File: config.mk
export PLATFORM = sky130hd
export DESIGN_NAME = per_key_event_threshold_table
export DESIGN_NICKNAME = d
export VERILOG_FILES = /design/src/sv/pket_pkg.sv /design/src/sv/pket_front.sv /design/src/sv/pket_fifo.sv /design/src/sv/pket_back.sv /design/src/sv/per_key_event_threshold_table.sv
export SDC_FILE = /design/constraint.sdc
export NUM_CORES = 2
export LEC_CHECK = 0
export BUFFER_PORTS_ARGS = -buffer_cell sky130_fd_sc_hd__buf_4
export CORE_MARGIN = 2
export CORE_UTILIZATION = 45
export CTS_CLUSTER_DIAMETER = 50
export DETAILED_ROUTE_END_ITERATION = 12
export HOLD_SLACK_MARGIN = 0.06
export PLACE_DENSITY_LB_ADDON = 0.2
export SETUP_SLACK_MARGIN = 0.1
export SLEW_MARGIN = 20
export SYNTH_ARGS = -nofsm -noshare
export SYNTH_HDL_FRONTEND = slang
export SYNTH_SLANG_ARGS = --single-unit
File: constraint.sdc
create_clock -name clk_i -period 8.4 [get_ports clk_i]
set_clock_uncertainty 0.2 [all_clocks]
set_input_delay 1.68 -clock clk_i [delete_from_list [all_inputs] [get_ports clk_i]]
set_output_delay 1.68 -clock clk_i [all_outputs]
set_load 0.05 [all_outputs]
File: src/sv/pket_pkg.sv
`default_nettype none
package pket_pkg;

  localparam int ENTRIES = 16;
  localparam int SLOT_W  = (ENTRIES > 1) ? $clog2(ENTRIES) : 1;

  localparam int PID_W = 22;
  localparam int CNT_W = 16;
  localparam logic [CNT_W-1:0] CNT_MAX = {CNT_W{1'b1}};

  localparam int TDATA_IN_W  = 24;
  localparam int TDATA_OUT_W = 16;
  localparam int TUSER_OUT_W = 2;

  localparam logic [CNT_W-1:0] THRESHOLD_RESET = 16'd100;
  localparam logic [PID_W-1:0] MIN_ID_RESET    = 22'd8000;

  // APB register map: register i at byte address 4*i.
  localparam int APB_DATA_W = 32;
  localparam int APB_ADDR_W = 3;
  localparam int REG_IDX_W  = 1;
  localparam logic [REG_IDX_W-1:0] REG_ACCESS_THRESHOLD = 1'b0;
  localparam logic [REG_IDX_W-1:0] REG_MIN_FLAG_ID      = 1'b1;

  // Queue between the front and the back.
  localparam int QDEPTH = 2;
  localparam int QPTR_W = (QDEPTH > 1) ? $clog2(QDEPTH) : 1;
  localparam int QCNT_W = $clog2(QDEPTH + 1);

  typedef struct packed {
    logic [PID_W-1:0] pid;
    logic             counted;
  } item_t;

  typedef struct packed {
    logic [CNT_W-1:0] threshold;
    logic [PID_W-1:0] min_id;
  } cfg_t;

endpackage
`default_nettype wire

File: src/sv/pket_front.sv
`default_nettype none
module pket_front (
  input  wire                             clk_i,
  input  wire                             rst_ni,
  input  wire                             s_tvalid_i,
  output logic                            s_tready_o,
  input  wire  [pket_pkg::TDATA_IN_W-1:0] s_tdata_i,   // event_pid, zero pad
  input  wire                             s_tuser_i,   // is_modify
  output pket_pkg::item_t                 item_o,
  output logic                            item_valid_o,
  input  wire                             item_ready_i
);
  import pket_pkg::*;

  logic             valid_q, valid_d;
  item_t            item_q, item_d;
  logic [PID_W-1:0] pid;

  assign pid          = s_tdata_i[PID_W-1:0];
  assign s_tready_o   = !valid_q || item_ready_i;
  assign item_o       = item_q;
  assign item_valid_o = valid_q;

  // Only modify events with a nonzero id touch the table.
  always_comb begin
    valid_d = valid_q;
    item_d  = item_q;
    if (valid_q && item_ready_i) begin
      valid_d = 1'b0;
    end
    if (s_tvalid_i && s_tready_o) begin
      valid_d      = 1'b1;
      item_d.pid   = pid;
      item_d.counted = s_tuser_i && (pid != '0);
    end
  end

  always_ff @(posedge clk_i or negedge rst_ni) begin
    if (!rst_ni) begin
      valid_q <= 1'b0;
    end else begin
      valid_q <= valid_d;
    end
  end

  always_ff @(posedge clk_i) begin
    item_q <= item_d;
  end

endmodule
`default_nettype wire

File: src/sv/pket_fifo.sv
`default_nettype none
module pket_fifo (
  input  wire              clk_i,
  input  wire              rst_ni,
  input  pket_pkg::item_t  push_item_i,
  input  wire              push_valid_i,
  output logic             push_ready_o,
  output pket_pkg::item_t  pop_item_o,
  output logic             pop_valid_o,
  input  wire              pop_ready_i
);
  import pket_pkg::*;

  item_t              mem_q [QDEPTH];
  logic [QPTR_W-1:0]  wr_ptr_q, wr_ptr_d;
  logic [QPTR_W-1:0]  rd_ptr_q, rd_ptr_d;
  logic [QCNT_W-1:0]  cnt_q, cnt_d;
  logic               push, pop;

  assign push_ready_o = (cnt_q != QCNT_W'(QDEPTH));
  assign pop_valid_o  = (cnt_q != '0);
  assign pop_item_o   = mem_q[rd_ptr_q];
  assign push         = push_valid_i && push_ready_o;
  assign pop          = pop_valid_o && pop_ready_i;

  always_comb begin
    wr_ptr_d = wr_ptr_q;
    rd_ptr_d = rd_ptr_q;
    cnt_d    = cnt_q;
    if (push) begin
      wr_ptr_d = (wr_ptr_q == QPTR_W'(QDEPTH - 1)) ? '0 : wr_ptr_q + 1'b1;
    end
    if (pop) begin
      rd_ptr_d = (rd_ptr_q == QPTR_W'(QDEPTH - 1)) ? '0 : rd_ptr_q + 1'b1;
    end
    if (push && !pop) begin
      cnt_d = cnt_q + 1'b1;
    end else if (pop && !push) begin
      cnt_d = cnt_q - 1'b1;
    end
  end

  always_ff @(posedge clk_i or negedge rst_ni) begin
    if (!rst_ni) begin
      wr_ptr_q <= '0;
      rd_ptr_q <= '0;
      cnt_q    <= '0;
    end else begin
      wr_ptr_q <= wr_ptr_d;
      rd_ptr_q <= rd_ptr_d;
      cnt_q    <= cnt_d;
    end
  end

  always_ff @(posedge clk_i) begin
    if (push) begin
      mem_q[wr_ptr_q] <= push_item_i;
    end
  end

endmodule
`default_nettype wire

File: src/sv/pket_back.sv
`default_nettype none
module pket_back (
  input  wire                              clk_i,
  input  wire                              rst_ni,
  input  pket_pkg::cfg_t                   cfg_i,
  input  pket_pkg::item_t                  item_i,
  input  wire                              item_valid_i,
  output logic                             item_ready_o,
  output logic                             m_tvalid_o,
  input  wire                              m_tready_i,
  output logic [pket_pkg::TDATA_OUT_W-1:0] m_tdata_o,  // count
  output logic [pket_pkg::TUSER_OUT_W-1:0] m_tuser_o   // terminate, table_full
);
  import pket_pkg::*;

  typedef enum logic {
    S_MATCH,
    S_UPDATE
  } state_e;

  state_e            state_q;
  logic [PID_W-1:0]  key_q   [ENTRIES];
  logic [CNT_W-1:0]  count_q [ENTRIES];

  logic [PID_W-1:0]  pid_q;
  logic              counted_q;
  logic              hit_q;
  logic              any_free_q;
  logic [SLOT_W-1:0] slot_q;

  logic              out_valid_q;
  logic [CNT_W-1:0]  out_count_q;
  logic              out_term_q;
  logic              out_full_q;

  logic [ENTRIES-1:0] hit_vec, free_vec, free_low;
  logic [SLOT_W-1:0]  hit_idx, free_idx;
  logic               out_free;
  logic [CNT_W-1:0]   cur_cnt, new_cnt;
  logic               drop;
  logic               term;
  logic               out_load;
  logic               apply;

  // Each slot compares its own key in parallel.
  always_comb begin
    for (int i = 0; i < ENTRIES; i++) begin
      hit_vec[i]  = (key_q[i] == item_i.pid);
      free_vec[i] = (key_q[i] == '0);
    end
  end

  // Lowest free slot: isolate the lowest set bit.
  assign free_low = free_vec & (~free_vec + 1'b1);

  // Keys are unique, so at most one hit bit is set and an OR encode works.
  always_comb begin
    hit_idx  = '0;
    free_idx = '0;
    for (int i = 0; i < ENTRIES; i++) begin
      if (hit_vec[i]) begin
        hit_idx = hit_idx | SLOT_W'(i);
      end
      if (free_low[i]) begin
        free_idx = free_idx | SLOT_W'(i);
      end
    end
  end

  assign item_ready_o = (state_q == S_MATCH);
  assign out_free     = !out_valid_q || m_tready_i;

  assign cur_cnt  = count_q[slot_q];
  assign new_cnt  = (cur_cnt == CNT_MAX) ? cur_cnt : cur_cnt + 1'b1;
  assign drop     = !hit_q && !any_free_q;
  assign term     = (new_cnt >= cfg_i.threshold) && (pid_q > cfg_i.min_id);
  assign out_load = (state_q == S_UPDATE) && out_free;
  assign apply    = counted_q && !drop;

  always_ff @(posedge clk_i or negedge rst_ni) begin
    if (!rst_ni) begin
      state_q     <= S_MATCH;
      out_valid_q <= 1'b0;
      out_count_q <= '0;
      out_term_q  <= 1'b0;
      out_full_q  <= 1'b0;
      pid_q       <= '0;
      counted_q   <= 1'b0;
      hit_q       <= 1'b0;
      any_free_q  <= 1'b0;
      slot_q      <= '0;
      for (int i = 0; i < ENTRIES; i++) begin
        key_q[i]   <= '0;
        count_q[i] <= '0;
      end
    end else begin
      if (out_load) begin
        out_valid_q <= 1'b1;
      end else if (m_tready_i) begin
        out_valid_q <= 1'b0;
      end
      unique case (state_q)
        S_MATCH: begin
          if (item_valid_i) begin
            pid_q      <= item_i.pid;
            counted_q  <= item_i.counted;
            hit_q      <= |hit_vec;
            any_free_q <= |free_vec;
            slot_q     <= (|hit_vec) ? hit_idx : free_idx;
            state_q    <= S_UPDATE;
          end
        end
        S_UPDATE: begin
          // Wait here while the previous result beat is still held.
          if (out_free) begin
            out_count_q <= apply ? new_cnt : '0;
            out_term_q  <= apply && term;
            out_full_q  <= counted_q && drop;
            if (apply) begin
              key_q[slot_q]   <= pid_q;
              count_q[slot_q] <= new_cnt;
            end
            state_q <= S_MATCH;
          end
        end
        default: begin
          state_q <= S_MATCH;
        end
      endcase
    end
  end

  assign m_tvalid_o = out_valid_q;
  assign m_tdata_o  = out_count_q;
  assign m_tuser_o  = {out_full_q, out_term_q};

endmodule
`default_nettype wire

File: src/sv/per_key_event_threshold_table.sv
// Per-id event counter with a termination threshold.
// Input channel s_axis_*: one beat per event, tdata carries the process id
// and tuser the modify flag. Output channel m_axis_*: exactly one beat per
// input beat, in order, with the id's count in tdata and the terminate and
// table-full flags in tuser.
// The id table has 16 slots searched in parallel; a new id takes the lowest
// free slot, and slots are never freed. A full table drops a counted event
// of a new id and sets table_full.
// An input beat passes the input register, the queue, the match and update
// states of the back-end sequencer and the output register. The sequencer
// takes a new event only after it has updated the table for the last one.
// A two-entry queue and an input register sit between the channels, so a few
// events are taken while the receiver stalls; once they fill, s_axis_tready
// drops and the held output beat stays stable until taken.
// Reset clears the table and loads the threshold (100) and minimum id (8000).
// Registers on APB: access_threshold at 0x0, min_flag_id at 0x4; write them
// only while no event is in flight.
`default_nettype none
module per_key_event_threshold_table (
  input  wire                              clk_i,
  input  wire                              rst_ni,
  input  wire                              s_axis_tvalid,
  output logic                             s_axis_tready,
  input  wire  [pket_pkg::TDATA_IN_W-1:0]  s_axis_tdata,   // event_pid, zero pad
  input  wire                              s_axis_tuser,   // is_modify
  output logic                             m_axis_tvalid,
  input  wire                              m_axis_tready,
  output logic [pket_pkg::TDATA_OUT_W-1:0] m_axis_tdata,   // count
  output logic [pket_pkg::TUSER_OUT_W-1:0] m_axis_tuser,   // terminate, table_full
  input  wire                              psel,
  input  wire                              penable,
  input  wire                              pwrite,
  input  wire  [pket_pkg::APB_ADDR_W-1:0]  paddr,
  input  wire  [pket_pkg::APB_DATA_W-1:0]  pwdata,
  output logic [pket_pkg::APB_DATA_W-1:0]  prdata,
  output logic                             pready
);
  import pket_pkg::*;

  cfg_t                 cfg_q;
  logic [REG_IDX_W-1:0] reg_idx;
  logic                 wr_en;

  item_t front_item, fifo_item;
  logic  front_valid, front_ready;
  logic  fifo_valid, fifo_ready;

  assign pready  = 1'b1;
  assign reg_idx = paddr[APB_ADDR_W-1:2];
  assign wr_en   = psel && penable && pwrite && pready;

  always_ff @(posedge clk_i or negedge rst_ni) begin
    if (!rst_ni) begin
      cfg_q.threshold <= THRESHOLD_RESET;
      cfg_q.min_id    <= MIN_ID_RESET;
    end else if (wr_en) begin
      unique case (reg_idx)
        REG_ACCESS_THRESHOLD: cfg_q.threshold <= pwdata[CNT_W-1:0];
        REG_MIN_FLAG_ID:      cfg_q.min_id    <= pwdata[PID_W-1:0];
        default: ;
      endcase
    end
  end

  always_comb begin
    unique case (reg_idx)
      REG_ACCESS_THRESHOLD: prdata = APB_DATA_W'(cfg_q.threshold);
      REG_MIN_FLAG_ID:      prdata = APB_DATA_W'(cfg_q.min_id);
      default:              prdata = '0;
    endcase
  end

  pket_front u_front (
    .clk_i        (clk_i),
    .rst_ni       (rst_ni),
    .s_tvalid_i   (s_axis_tvalid),
    .s_tready_o   (s_axis_tready),
    .s_tdata_i    (s_axis_tdata),
    .s_tuser_i    (s_axis_tuser),
    .item_o       (front_item),
    .item_valid_o (front_valid),
    .item_ready_i (front_ready)
  );

  pket_fifo u_fifo (
    .clk_i        (clk_i),
    .rst_ni       (rst_ni),
    .push_item_i  (front_item),
    .push_valid_i (front_valid),
    .push_ready_o (front_ready),
    .pop_item_o   (fifo_item),
    .pop_valid_o  (fifo_valid),
    .pop_ready_i  (fifo_ready)
  );

  pket_back u_back (
    .clk_i        (clk_i),
    .rst_ni       (rst_ni),
    .cfg_i        (cfg_q),
    .item_i       (fifo_item),
    .item_valid_i (fifo_valid),
    .item_ready_o (fifo_ready),
    .m_tvalid_o   (m_axis_tvalid),
    .m_tready_i   (m_axis_tready),
    .m_tdata_o    (m_axis_tdata),
    .m_tuser_o    (m_axis_tuser)
  );

endmodule
`default_nettype wire

==> flow_metrics.tcl <==
set metrics [dict create \
    maxCapViolCount 0 \
    critPathArrivalTime_ns 6.47 \
    grt_overflow 0 \
    first_global_vias 26500 \
    cts.sinks 769 \
    yosys.area.top_type "dfrtp_1" \
    post_route_cells_drive_above_1_share 0.208 \
    drc_errors 0 \
    p_sw_mw 6.09 \
    fin_nets 3492 \
    p_leak_nw 18.8 \
    fp.coreArea_um2 80400 \
    rows 104 \
    fin_setup_tns_ns 0 \
    synth_cell_type_count 71 \
    h-tree-depth 3 \
    start_kind "flop" \
    start_util 0.454 \
    fillers 6991 \
    tightest_slew_ns 1.16 \
    die_h_um 289 \
    drv_slew 0 \
    num_vias 26000 \
    yosysMostFrequentCell "nand2_1" \
    synthTopCellsByArea "dfrtp_1 47%, nand2_1 8.2%, mux2_2 7.3%, xnor2_1 7.0%, edfxtp_1 5.7%" \
    finalSetupViolations 0 \
    grt_usage 0.264 \
    p_clk_frac 0.267 \
    cts_buffers 90 \
    critPathTopFamily "simple AND/OR/NAND/NOR gates" \
    pwr-share-comb 0.375 \
    power_density_nw_per_um2 373 \
    rsz0062_at_grt "no" \
    crit_type "flop to flop" \
    synth-async-reset-ratio 0.910 \
    path_clk_slew_ns 0.06 \
    regToRegSetupSlack_ns 2.28 \
    cts_tree "built" \
    synth.top_cell.area_share 0.473 \
    cts_setup_buffers 0 \
    antenna_found_initial 1 \
    design_area_um2 41900 \
    slew_headroom 0.218 \
    critPathLaunch "u_back.slot_q[0]$_DFFE_PN0P_" \
    regToRegStartpoint "u_back.slot_q[0]$_DFFE_PN0P_" \
    cts_root_buf "clkbuf_16" \
    crit_buf_inv 2 \
    p_seq_frac 0.358 \
    syn_area_per_cell_um2 11.0 \
    yosysSeqAreaShare 0.536 \
    globalplace.congestion 0.862 \
    min_path_type "flop to flop" \
    cpMostUsedCell "mux4_2" \
    required_ns 8.75 \
    grt_pass1_wl_mm 165 \
    clkLatencyLatePin_ns 0.64 \
    placed_area_um2 38700 \
    outcome "finished clean" \
    ctsHoldBuffers 0 \
    final-hold-violation-count 0 \
    io_buffers 94 \
    dieArea_um2 83500 \
    drt_pass1_iterations 5 \
    fmax_mhz 163 \
    syn_inst 3315 \
    dieWidth_um 289 \
    synth_commonest_cells "798 x nand2_1, 691 x dfrtp_1, 293 x xnor2_1, 286 x o21ai_0, 237 x mux2_2" \
    crit_path_max_fanout 40 \
    postCtsResizedCells 0 \
    io_pins 120 \
    grt_start_max_net_pins 176 \
    swShare 0.390 \
    cp_slowest_stage_delay_ns 0.96 \
    final_antenna_net_count 0 \
    vdd_drop_max_mv 0.281 \
    ys_ff_latch 769 \
    hpwl_mm 65.9 \
    vias_per_cell 5.75 \
    seqCellArea_um2 19600 \
    cp_slowest_cell "dfrtp_4" \
    cts_buffer_depth 3 \
    drt_iter0_drc 2373 \
    path_cells "buf_4 -> mux4_2 -> mux4_2 -> nand4_2 -> nor4_4 -> nor2_1 -> xnor2_2 -> inv_1 -> ha_1 -> a21o_1 -> a21oi_1 -> nor2b_1 -> o21ai_0 -> a2111oi_0 -> a2bb2oi_1" \
    wl_mm 108 \
    min_from "u_front.item_o[5]$_DFFE_PP_" \
    post-route-period-util 0.728 \
    synth_ff_type "dfrtp_1" \
    syn_area_um2 36500 \
    synth_edf_count 69 \
    routedWlPerCell_um 24.0 \
    crit_path_end_kind "flop" \
    yosys_warnings 0 \
    syn2layout_area_growth_pct 14.6 \
    period_needed_ns 6.12 \
    p_int_mw 9.52 \
    multi_input_area_um2 16100 \
]
-- flip-flops by register name (all words and copies together) (netlist names), 2 cells and up --
register,flops
u_fifo.cnt_q,2
u_back.slot_q,4
u_back.count_q,256
u_front.item_o,23
u_back.key_q,352
u_fifo.mem_q,46
u_back.m_tdata_o,16
cfg_q,38
u_back.pid_q,22
-- final cells by class --
type	instances	share of cell area
Antenna cell	1	0.0000597
Clock buffer	115	0.0599
Clock inverter	50	0.0164
Inverter	56	0.00502
Multi-Input combinational cell	2286	0.385
Sequential cell	769	0.468
Tap cell	1060	0.0317
Timing Repair Buffer	182	0.0338
-- path summary, 6_finish.rpt --
kind                                            endpoint  depth (start not counted)
hold reg to reg             u_fifo.mem_q[1][5]$_DFFE_PP_                          0
max in group asynchronous  u_back.key_q[332]$_DFFE_PN0P_                          2
setup / recovery           u_back.out_term_q$_DFFE_PN0P_                         15
min in group asynchronous          cfg_q[33]$_DFFE_PN0P_                          1
hold / removal              u_fifo.mem_q[1][5]$_DFFE_PP_                          0
setup reg to reg           u_back.out_term_q$_DFFE_PN0P_                         15
-- cells in the final DEF (no fill, tap or decap), drive strengths merged, types with 7 or more instances in the layout --
cell | Yosys | layout
mux2i | 24 | 24
mux2 | 238 | 238
nor3 | 8 | 8
nand2 | 798 | 798
buf | 69 | 182
nor4 | 173 | 173
conb | 2 | 11
ha | 40 | 40
and3 | 7 | 7
nand2b | 9 | 9
nand4 | 61 | 61
clkinvlp | 0 | 9
bufinv | 0 | 13
edfxtp | 69 | 69
dfstp | 9 | 9
and2 | 12 | 12
a21oi | 12 | 12
xor2 | 71 | 71
clkinv | 1 | 17
dfrtp | 691 | 691
xnor2 | 298 | 298
inv | 55 | 67
nand3 | 13 | 13
o21ai | 321 | 321
clkbuf | 144 | 115
nor2b | 7 | 7
a21o | 14 | 14
nor2 | 34 | 34
or4 | 20 | 20
mux4 | 80 | 80
-- cells by family (layout without fill, tap and decap cells) --
family,count (synthesis),after routing,synth area share
DFF,769,769,0.536
adders and majority gates,40,40,0.0137
AOI/OAI and AO/OA,369,369,0.0535
buffers and inverters,269,403,0.0332
xor gates and xnor gates,369,369,0.0909
and+or+nand+nor,1155,1155,0.142
muxes,342,342,0.130
other,2,12,0.000206
-- power by group through the flow --
stage          sequential [mW]  clock, mW  combinational [mW]
4_1_cts                   5.57       4.22                5.82
6_report                  5.58       4.17                5.86
3_3_place_gp              5.58          0                5.70
2_1_floorplan             5.29          0                3.87
5_1_grt                   5.68       4.39                6.28
3_5_place_dp              5.63          0                5.79
-- stage by stage --
step	std cells	utilization	hold WS [ns]	setup WS (ns)	power, mW
after global routing	4518	0.521	0.256	1.90	16.3
after global placement	4352	0.481	0.225	2.36	11.3
final	4519	0.521	0.248	2.28	15.6
after detailed placement	4352	0.481	0.234	2.26	11.4
after CTS	4517	0.521	0.246	2.22	15.6
after floorplan	3324	-	0.221	3.21	9.16
-- per-layer routing --
layer,vias to the layer above,share of wire,GRT usage
met5,-,0,0
met4,0,0.031,0.0907
met3,204,0.064,0.0393
met2,929,0.47,0.419
met1,13300,0.44,0.371
li1,11600,-,-
(Power assumes the default switching activity.)
